**src/rtl/htt_pkg.sv**
```systemverilog
// ----------------------------------------------------------------------------
// htt_pkg
// Types, codes and helpers shared by the hysteresis threshold block.
// ----------------------------------------------------------------------------
`default_nettype none

package htt_pkg;

    localparam int DEF_MAX_WIDTH  = 1024;
    localparam int DEF_MAX_HEIGHT = 1024;

    localparam int CFG_W = 11;  // widest config register
    localparam int PIX_W = 8;

    localparam logic [PIX_W-1:0] PIX_ON  = 8'd255;
    localparam logic [PIX_W-1:0] PIX_OFF = 8'd0;

    localparam logic [PIX_W-1:0] RST_LOW_THR  = 8'd50;
    localparam logic [PIX_W-1:0] RST_HIGH_THR = 8'd150;
    localparam logic [CFG_W-1:0] RST_IMG_DIM  = 11'd1024;

    typedef enum logic [1:0] {
        CFG_LOW_THR    = 2'd0,
        CFG_HIGH_THR   = 2'd1,
        CFG_IMG_WIDTH  = 2'd2,
        CFG_IMG_HEIGHT = 2'd3
    } t_cfg_idx;

    typedef enum logic {
        KIND_PIXEL = 1'b0,
        KIND_DRAIN = 1'b1
    } t_kind;

    typedef enum logic [1:0] {
        CLS_ZERO   = 2'd0,
        CLS_WEAK   = 2'd1,
        CLS_STRONG = 2'd2
    } t_cls;

    // one column of the two line stores: row y-2 and row y-1
    typedef struct packed {
        t_cls top;
        t_cls mid;
    } t_col_entry;

    // which neighbor rows/columns lie inside the frame
    typedef struct packed {
        logic top_ok;
        logic bot_ok;
        logic left_ok;
        logic right_ok;
    } t_edge;

    typedef struct packed {
        logic             eof;
        logic [PIX_W-1:0] pix;
    } t_out_item;

    function automatic t_cls classify(input logic [PIX_W-1:0] pix,
                                      input logic [PIX_W-1:0] lo,
                                      input logic [PIX_W-1:0] hi);
        t_cls c;
        if (pix <= lo) begin
            c = CLS_ZERO;
        end else if (pix >= hi) begin
            c = CLS_STRONG;
        end else begin
            c = CLS_WEAK;
        end
        return c;
    endfunction

endpackage

`default_nettype wire

```
**src/rtl/htt_line_ram.sv**
```systemverilog
// ----------------------------------------------------------------------------
// htt_line_ram
// Simple dual-port line store: one write and one registered read per cycle.
// A read of the address being written returns the old contents.
// ----------------------------------------------------------------------------
`default_nettype none

module htt_line_ram #(
    parameter int DEPTH  = 1024,
    parameter int DATA_W = 4,
    parameter int AW     = $clog2(DEPTH)
) (
    input  wire logic              i_clk,
    input  wire logic              i_wr_en,
    input  wire logic [AW-1:0]     i_wr_addr,
    input  wire logic [DATA_W-1:0] i_wr_data,
    input  wire logic [AW-1:0]     i_rd_addr,
    output logic      [DATA_W-1:0] o_rd_data
);

    logic [DATA_W-1:0] r_mem [DEPTH];
    logic [DATA_W-1:0] r_rd_data;

    always_ff @(posedge i_clk) begin
        if (i_wr_en) begin
            r_mem[i_wr_addr] <= i_wr_data;
        end
        r_rd_data <= r_mem[i_rd_addr];
    end

    assign o_rd_data = r_rd_data;

endmodule

`default_nettype wire

```
**src/rtl/hysteresis_threshold_3x3.sv**
```systemverilog
// ----------------------------------------------------------------------------
// hysteresis_threshold_3x3
// Single-pass 3x3 hysteresis thresholding of a raster stream of grey pixels.
//
// Takes one item per clock while the output queue has room. Each pixel is
// classed zero/weak/strong and its class goes into a line store RAM (one
// column entry holds the two previous rows) that is read and written back
// once per item; a 3x3 class window follows the RAM read. A result passes
// through stage 1 and the output queue. Results lag the input by one row
// plus one pixel, so after the last pixel of a frame width + 1 drain items
// (tuser = 1) flush the rest; the last result of a frame carries tlast. Frame
// size is taken from the config registers when the first pixel of a frame
// arrives. A four-entry output queue absorbs back-pressure; input stalls
// once the queue entries plus the item one stage behind the input reach
// four. The line store is not cleared after reset: it holds only rows of
// the current frame before they are used.
// ----------------------------------------------------------------------------
`default_nettype none

module hysteresis_threshold_3x3
    import htt_pkg::*;
#(
    parameter int MAX_WIDTH  = DEF_MAX_WIDTH,
    parameter int MAX_HEIGHT = DEF_MAX_HEIGHT
) (
    input  wire logic                        i_clk,
    input  wire logic                        i_rst_n,
    // input item
    input  wire logic                        s_axis_tvalid,
    output logic                             s_axis_tready,
    input  wire logic [PIX_W-1:0]            s_axis_tdata,   // [7:0] pixel_in
    input  wire logic [0:0]                  s_axis_tuser,   // [0] kind
    // result item
    output logic                             m_axis_tvalid,
    input  wire logic                        m_axis_tready,
    output logic      [PIX_W-1:0]            m_axis_tdata,   // [7:0] pixel_out
    output logic                             m_axis_tlast,   // end_of_frame
    // config
    input  wire logic                        i_cfg_wr_en,
    input  wire logic [$bits(t_cfg_idx)-1:0] i_cfg_index,
    input  wire logic [CFG_W-1:0]            i_cfg_wdata
);

    localparam int AW   = $clog2(MAX_WIDTH);
    localparam int WW   = $clog2(MAX_WIDTH + 1);
    localparam int HW   = $clog2(MAX_HEIGHT + 1);
    localparam int QW   = $clog2(MAX_WIDTH * MAX_HEIGHT + MAX_WIDTH + 1);
    localparam int CWW  = (WW > CFG_W) ? WW : CFG_W;
    localparam int CWH  = (HW > CFG_W) ? HW : CFG_W;
    localparam int OQ_DEPTH = 4;
    localparam int OQ_AW    = $clog2(OQ_DEPTH);
    localparam int OQ_CW    = $clog2(OQ_DEPTH + 2);

    // ---------------- config registers ----------------
    logic [PIX_W-1:0] r_low_thr, r_high_thr;
    logic [CFG_W-1:0] r_img_w, r_img_h;

    always_ff @(posedge i_clk) begin
        if (!i_rst_n) begin
            r_low_thr  <= RST_LOW_THR;
            r_high_thr <= RST_HIGH_THR;
            r_img_w    <= RST_IMG_DIM;
            r_img_h    <= RST_IMG_DIM;
        end else if (i_cfg_wr_en) begin
            case (t_cfg_idx'(i_cfg_index))
                CFG_LOW_THR:    r_low_thr  <= i_cfg_wdata[PIX_W-1:0];
                CFG_HIGH_THR:   r_high_thr <= i_cfg_wdata[PIX_W-1:0];
                CFG_IMG_WIDTH:  r_img_w    <= i_cfg_wdata;
                CFG_IMG_HEIGHT: r_img_h    <= i_cfg_wdata;
                default: ;
            endcase
        end
    end

    // frame size saturated to 1..MAX
    logic [WW-1:0] clamp_w;
    logic [HW-1:0] clamp_h;

    always_comb begin
        if (r_img_w == '0) begin
            clamp_w = WW'(1);
        end else if (CWW'(r_img_w) > CWW'(MAX_WIDTH)) begin
            clamp_w = WW'(MAX_WIDTH);
        end else begin
            clamp_w = WW'(r_img_w);
        end
        if (r_img_h == '0) begin
            clamp_h = HW'(1);
        end else if (CWH'(r_img_h) > CWH'(MAX_HEIGHT)) begin
            clamp_h = HW'(MAX_HEIGHT);
        end else begin
            clamp_h = HW'(r_img_h);
        end
    end

    // ---------------- stream position ----------------
    logic          r_started;
    logic [WW-1:0] r_fw;
    logic [HW-1:0] r_fh;
    logic [QW-1:0] r_total;
    logic [AW-1:0] r_col;     // column of next input slot
    logic [QW-1:0] r_q;       // slots since frame start
    logic [QW-1:0] r_p;       // raster index of next result
    logic [WW-1:0] r_ocol;
    logic [HW-1:0] r_orow;

    logic          acc, is_pix, latch, in_frame, step, emit, eof;
    logic [WW-1:0] fw_cur;
    logic [AW-1:0] n_col;
    logic [WW-1:0] n_ocol;
    logic [HW-1:0] n_orow;
    t_cls          cn;
    t_edge         edge_ok;

    assign acc    = s_axis_tvalid && s_axis_tready;
    assign is_pix = (t_kind'(s_axis_tuser[0]) == KIND_PIXEL);
    assign latch  = acc && is_pix && (r_q == '0);
    assign fw_cur = latch ? clamp_w : r_fw;
    assign in_frame = latch || (r_q < r_total);
    // a drain tick before the last pixel does nothing
    assign step   = acc && (latch || r_started) && (is_pix || !in_frame);
    assign cn     = (in_frame && is_pix) ? classify(s_axis_tdata, r_low_thr, r_high_thr)
                                         : CLS_ZERO;
    assign emit   = (r_q >= (QW'(fw_cur) + QW'(1)));
    assign eof    = emit && ((r_p + QW'(1)) >= r_total);

    assign n_col  = ((WW'(r_col) + WW'(1)) >= fw_cur) ? '0 : (r_col + AW'(1));

    always_comb begin
        n_ocol = r_ocol + WW'(1);
        n_orow = r_orow;
        if (n_ocol >= r_fw) begin
            n_ocol = '0;
            n_orow = r_orow + HW'(1);
        end
    end

    assign edge_ok.top_ok   = (r_orow != '0);
    assign edge_ok.bot_ok   = ((r_orow + HW'(1)) < r_fh);
    assign edge_ok.left_ok  = (r_ocol != '0);
    assign edge_ok.right_ok = ((r_ocol + WW'(1)) < r_fw);

    always_ff @(posedge i_clk) begin
        if (!i_rst_n) begin
            r_started <= 1'b0;
            r_fw      <= '0;
            r_fh      <= '0;
            r_total   <= '0;
            r_col     <= '0;
            r_q       <= '0;
            r_p       <= '0;
            r_ocol    <= '0;
            r_orow    <= '0;
        end else if (step) begin
            if (latch) begin
                r_started <= 1'b1;
                r_fw      <= clamp_w;
                r_fh      <= clamp_h;
                r_total   <= QW'(clamp_w) * QW'(clamp_h);
            end
            if (eof) begin
                r_col  <= '0;
                r_q    <= '0;
                r_p    <= '0;
                r_ocol <= '0;
                r_orow <= '0;
            end else begin
                r_col <= n_col;
                r_q   <= r_q + QW'(1);
                if (emit) begin
                    r_p    <= r_p + QW'(1);
                    r_ocol <= n_ocol;
                    r_orow <= n_orow;
                end
            end
        end
    end

    // ---------------- line store ----------------
    logic                     r_s1_valid;
    logic                     r_s1_emit, r_s1_eof, r_s1_hz;
    t_cls                     r_s1_cn;
    logic [AW-1:0]            r_s1_x;
    t_edge                    r_s1_edge;
    t_col_entry               r_s1_fwd;
    t_col_entry               s1_rd, s1_wr;
    logic [$bits(t_col_entry)-1:0] ram_rdata;

    htt_line_ram #(
        .DEPTH  (MAX_WIDTH),
        .DATA_W ($bits(t_col_entry))
    ) u_line_ram (
        .i_clk     (i_clk),
        .i_wr_en   (r_s1_valid),
        .i_wr_addr (r_s1_x),
        .i_wr_data (s1_wr),
        .i_rd_addr (r_col),
        .o_rd_data (ram_rdata)
    );

    // same column written back while being read: take the written value
    assign s1_rd     = r_s1_hz ? r_s1_fwd : t_col_entry'(ram_rdata);
    assign s1_wr.top = s1_rd.mid;
    assign s1_wr.mid = r_s1_cn;

    always_ff @(posedge i_clk) begin
        if (!i_rst_n) begin
            r_s1_valid <= 1'b0;
        end else begin
            r_s1_valid <= step;
        end
    end

    always_ff @(posedge i_clk) begin
        r_s1_emit <= emit;
        r_s1_eof  <= eof;
        r_s1_cn   <= cn;
        r_s1_x    <= r_col;
        r_s1_edge <= edge_ok;
        r_s1_hz   <= r_s1_valid && (r_s1_x == r_col);
        r_s1_fwd  <= s1_wr;
    end

    // ---------------- 3x3 window ----------------
    t_cls             r_win [3][3];
    t_cls             nw    [3][3];
    logic [2:0]       row_ok, col_ok;
    logic             strong_nb;
    logic [PIX_W-1:0] s1_pix;

    always_comb begin
        for (int r = 0; r < 3; r++) begin
            nw[r][0] = r_win[r][1];
            nw[r][1] = r_win[r][2];
        end
        nw[0][2] = s1_rd.top;
        nw[1][2] = s1_rd.mid;
        nw[2][2] = r_s1_cn;
    end

    assign row_ok = {r_s1_edge.bot_ok, 1'b1, r_s1_edge.top_ok};
    assign col_ok = {r_s1_edge.right_ok, 1'b1, r_s1_edge.left_ok};

    always_comb begin
        strong_nb = 1'b0;
        for (int r = 0; r < 3; r++) begin
            for (int c = 0; c < 3; c++) begin
                if (row_ok[r] && col_ok[c] && (nw[r][c] == CLS_STRONG)) begin
                    strong_nb = 1'b1;
                end
            end
        end
    end

    assign s1_pix = ((nw[1][1] == CLS_STRONG) || ((nw[1][1] == CLS_WEAK) && strong_nb))
                    ? PIX_ON : PIX_OFF;

    always_ff @(posedge i_clk) begin
        if (!i_rst_n) begin
            for (int r = 0; r < 3; r++) begin
                for (int c = 0; c < 3; c++) begin
                    r_win[r][c] <= CLS_ZERO;
                end
            end
        end else if (r_s1_valid) begin
            for (int r = 0; r < 3; r++) begin
                for (int c = 0; c < 3; c++) begin
                    r_win[r][c] <= nw[r][c];
                end
            end
        end
    end

    // ---------------- output queue ----------------
    t_out_item        r_oq [OQ_DEPTH];
    logic [OQ_AW-1:0] r_oq_wr, r_oq_rd;
    logic [OQ_CW-1:0] r_oq_cnt;
    logic             push, pop;
    t_out_item        oq_head;

    assign push = r_s1_valid && r_s1_emit;
    assign pop  = m_axis_tvalid && m_axis_tready;

    always_ff @(posedge i_clk) begin
        if (push) begin
            r_oq[r_oq_wr] <= '{eof: r_s1_eof, pix: s1_pix};
        end
    end

    always_ff @(posedge i_clk) begin
        if (!i_rst_n) begin
            r_oq_wr  <= '0;
            r_oq_rd  <= '0;
            r_oq_cnt <= '0;
        end else begin
            if (push) begin
                r_oq_wr <= r_oq_wr + OQ_AW'(1);
            end
            if (pop) begin
                r_oq_rd <= r_oq_rd + OQ_AW'(1);
            end
            r_oq_cnt <= r_oq_cnt + OQ_CW'(push) - OQ_CW'(pop);
        end
    end

    // an item in stage 1 may still need a slot
    assign s_axis_tready = ((r_oq_cnt + OQ_CW'(r_s1_valid)) < OQ_CW'(OQ_DEPTH));

    assign oq_head       = r_oq[r_oq_rd];
    assign m_axis_tvalid = (r_oq_cnt != '0);
    assign m_axis_tdata  = oq_head.pix;
    assign m_axis_tlast  = oq_head.eof;

endmodule

`default_nettype wire

```
**config.mk**
```make
export PLATFORM = sky130hd
export DESIGN_NAME = hysteresis_threshold_3x3
export DESIGN_NICKNAME = d
export VERILOG_FILES = /design/src/rtl/htt_pkg.sv /design/src/rtl/htt_line_ram.sv /design/src/rtl/hysteresis_threshold_3x3.sv
export SDC_FILE = /design/constraint.sdc
export NUM_CORES = 2
export LEC_CHECK = 0
export BUFFER_PORTS_ARGS = -buffer_cell sky130_fd_sc_hd__buf_2
export CAP_MARGIN = 20
export CORE_AREA = 3 3 600 602
export DETAILED_ROUTE_END_ITERATION = 8
export DIE_AREA = 0 0 603 605
export PLACE_DENSITY = 0.66
export SLEW_MARGIN = 20
export SYNTH_ARGS = -nofsm -noshare
export SYNTH_HDL_FRONTEND = slang
export SYNTH_HIERARCHICAL = 1
export SYNTH_MEMORY_MAX_BITS = 65536
export SYNTH_SLANG_ARGS = --single-unit
```
**constraint.sdc**
```tcl
create_clock -name i_clk -period 15.7 [get_ports i_clk]
set_input_delay 3.14 -clock i_clk [delete_from_list [all_inputs] [get_ports i_clk]]
set_output_delay 3.14 -clock i_clk [all_outputs]
set_load 0.03 [all_outputs]
```
==> metrics <==
endpoint class of the critical path=flip-flop; fin crit period=roughly 7.5 ns; IO Pins=38; final setup vio count=0; postcts setup bufs=0; initial core utilization=0.499; most frequent cell after synthesis=edfxtp_1; clk_lat worst skew=around 0.96 ns; RSZ-0062 raised after global routing=no; # clock sinks=between 4k and 5k; DRC viols=0; Synth async-reset ratio=0; Synth top cells by count=edfxtp_1, nor2_1, mux4_2; Max VDD drop=0.0910 mV; post-synth cell types=92; Slew Viols, Final=0; Placed Instances=around 14k; via count=between 90k and 100k; Global Route Usage Sum=0.264; Mapped Nets=10.4k; 1st-pass router iterations=7; Die H=slightly above 600 um; Slew @ Worst Pin=~1.3 ns; Die Wd=~600 um; Post-Syn Area=approximately 0.18 mm^2; status=finished clean; vias per cell=~6.4; Core Area=0.355 mm^2; Leak=~62 nW; final wirelength=slightly below 500000 um; Crit Path Class=primary input to flip-flop; Yosys top cell by area=edfxtp_1; Site Rows=roughly 220; gr ovfl total=0; met1 wire length=between 150000 and 200000 um; Hold Path End=r_total[16]$_SDFFE_PN0P_; Worst Path Required=roughly 17 ns; routed len/inst=31.8 um; worst hold path stage count=2; IO Port Bufs=37; Clock Tree Buf Depth=4; CP Buf/Inv Count=3; CP startpoint kind=primary input; Max Cap Viol=0; layout cells sized above 1=0.182; Final Cycle Share=0.476; fmax=around 130 MHz; Ys Warns=6; Critical Path AT=8.30 ns; H-tree Lvls=5; #FFs+latches synth=approximately 4.3k; cells after synthesis=10.1k; initial antenna violation count=32; most used flip-flop cell after synthesis=edfxtp_1; hold buffers post-CTS=0; Final Hold Fails=0; DRT antenna net count=0; clock-pin slew on the worst setup and hold paths=about 0.060 ns; CTS tree=built; vias in the first global route=between 90k and 100k; Worst Hold Launch=r_total[16]$_SDFFE_PN0P_; r2r worst-path depth=19; relative slew slack=0.126; CP peak stage delay=0.60 ns; DPL Wire Length=293000 um; largest net degree at the start of global routing=~240; CP Cell Sequence=buf_2 -> nor4b_1 -> nand3_1 -> or4_1 -> buf_4 -> a21oi_1 -> inv_1 -> ha_1 -> nor2b_1 -> nand2_1 -> nor2_1 -> xor2_1 -> ha_1 -> and4_1 -> nand3_1 -> a21oi_1 -> o21ai_0 -> and2_1 -> nor2_2 -> a21oi_1 -> a221o_1; r2r startpoint=r_img_w[10]$_SDFFE_PN1P_; Worst Clk Skew=between 0.06 and 0.07 ns; setup TNS=0 ns; Met3 Wirelength=a little over 50000 um; Min-Delay Path Class=flip-flop to flip-flop; Highest Signal Layer=met5; RD Place Congestion=0.865; reg2reg setup slack=9.21 ns; Crit-path slowest cell=nor2_2; Seq/Total Area, Yosys=0.719; Layout area overhead=10.9%; post-cts sizing count=0; CP delay by family, top=simple AND/OR/NAND/NOR gates; Die ar.=approximately 0.36 mm^2; DR WL met2=~230000 um; total chip power=roughly 25 mW; first-pass GRT wire length=about 700000 um; post-synthesis area per instance=17.5 um^2; R2R Path End=r_total[20]$_SDFFE_PN0P_; Nets=10.5k; 1st-iter DRT viols=13.2k; top cell type's share of synthesized area=0.697; worst-path fanout max=between 50 and 60; Cell Count, Final, Fillers Out=around 15k; Power Dens Cells=approximately 130 mW/mm^2; synth top area cells=edfxtp_1, mux4_2, nor2_1, mux2i_1, dfxtp_1; Root Buffer=clkbuf_16; CTS Buf Count=430; CP most frequent cell=a21oi_1; Post-synth EDFFs=between 4k and 5k
==> cell type report <==
type,count,area [um^2]
Fill cell,26901,159000
Sequential cell,4309,127000
Multi-Input combinational cell,4967,46200
Clock buffer,536,11500
Tap cell,4751,5940
Clock inverter,269,2580
Timing Repair Buffer,275,2250
Inverter,195,754
Antenna cell,5,12.5
==> worst register-to-register path: stages, from the launching register on <==
cell and delay (ns):
dfxtp_1 0.45, inv_1 0.65, nand2_1 0.50, nor2_1 0.28, fa_1 0.45, fa_1 0.58, fa_1 0.43, fa_1 0.49
inv_1 0.05, fa_1 0.47, inv_1 0.04, ha_1 0.33, a21oi_1 0.21, o21ai_0 0.17, a21oi_1 0.13, a21bo_2 0.24
a41oi_1 0.30, a21oi_1 0.12, or3_1 0.36, a31oi_1 0.17
==> flip-flops by register name, indices dropped and copies added (netlist names), 12 cells and up, named ones only <==
name and cells:
u_line_ram/r_mem 4096, r_q 21, r_total 21, r_win 12, r_p 21
==> placed cells by master, fill, tap and decap left out, types with 36 or more instances in the layout <==
cell type	instances
clkbuf_1	87
a21oi_1	259
mux4_2	877
a22oi_1	81
bufinv_16	44
o21ai_0	107
dfxtp_1	183
and3_1	36
buf_2	37
ha_1	173
clkbuf_16	441
edfxtp_1	4116
clkinv_2	87
nand3_1	114
nand2_1	425
nor2_1	1292
o221ai_1	168
nor3_1	128
o22ai_1	95
fa_1	80
mux2i_1	470
xnor2_1	72
inv_1	188
buf_4	216
clkinv_1	99
==> worst max path at each step <==
stage | from | to | slack (ns) | cells past startpoint
after floorplan | r_s1_cn[1]$_SDFF_PP0_ | u_line_ram/r_mem[0][1]$_DFFE_PP_ | 0.11 | 0
after global placement | s_axis_tuser | r_orow[6]$_SDFFE_PN0P_ | 6.99 | 21
after detailed placement | s_axis_tuser | r_orow[6]$_SDFFE_PN0P_ | 6.98 | 21
after CTS | s_axis_tuser | r_orow[6]$_SDFFE_PN0P_ | 7.96 | 21
after global routing | s_axis_tuser | r_orow[6]$_SDFFE_PN0P_ | 7.85 | 22
final | s_axis_tuser | r_orow[6]$_SDFFE_PN0P_ | 8.23 | 21
==> report_power, final <==
group | switching [mW] | internal (mW) | total (mW)
clock | 4.34 | 5.90 | 10.2
sequential | 0.0383 | 12.9 | 13.0
combinational | 0.968 | 0.455 | 1.42
total | 5.35 | 19.3 | 24.6
==> logic make-up (layout without fill, tap and decap cells) <==
logic type	after synthesis	after routing	synth area share
DFF	4309	4309	0.719
and+or+nand+nor	2285	2285	0.0551
muxes	1375	1375	0.140
AOI/OAI and AO/OA	956	956	0.0368
buffers and inverters	853	1275	0.0236
adders and majority gates	253	253	0.0212
xor gates and xnor gates	98	98	0.00484
other	0	5	0
==> through the flow <==
| step | cell area [um^2] | util | setup WS [ns] | hold slack, ns |
|---|---|---|---|---|
| 6_report | 197000 | 0.553 | 8.23 | 0.459 |
| 5_1_grt | 197000 | 0.553 | 7.85 | 0.486 |
| 4_1_cts | 197000 | 0.553 | 7.96 | 0.462 |
| 3_5_place_dp | 183000 | 0.514 | 6.98 | 0.451 |
| 3_3_place_gp | 182000 | 0.514 | 6.99 | 0.448 |
| 2_1_floorplan | 177000 | - | 0.111 | 0.408 |
==> per-layer routing <==
metal	vias up	track usage
li1	40226	-
met1	51055	0.362
met2	5892	0.417
met3	1005	0.0537
met4	10	0.104
met5	-	0
Note: power is estimated with default switching activity, not from simulation.
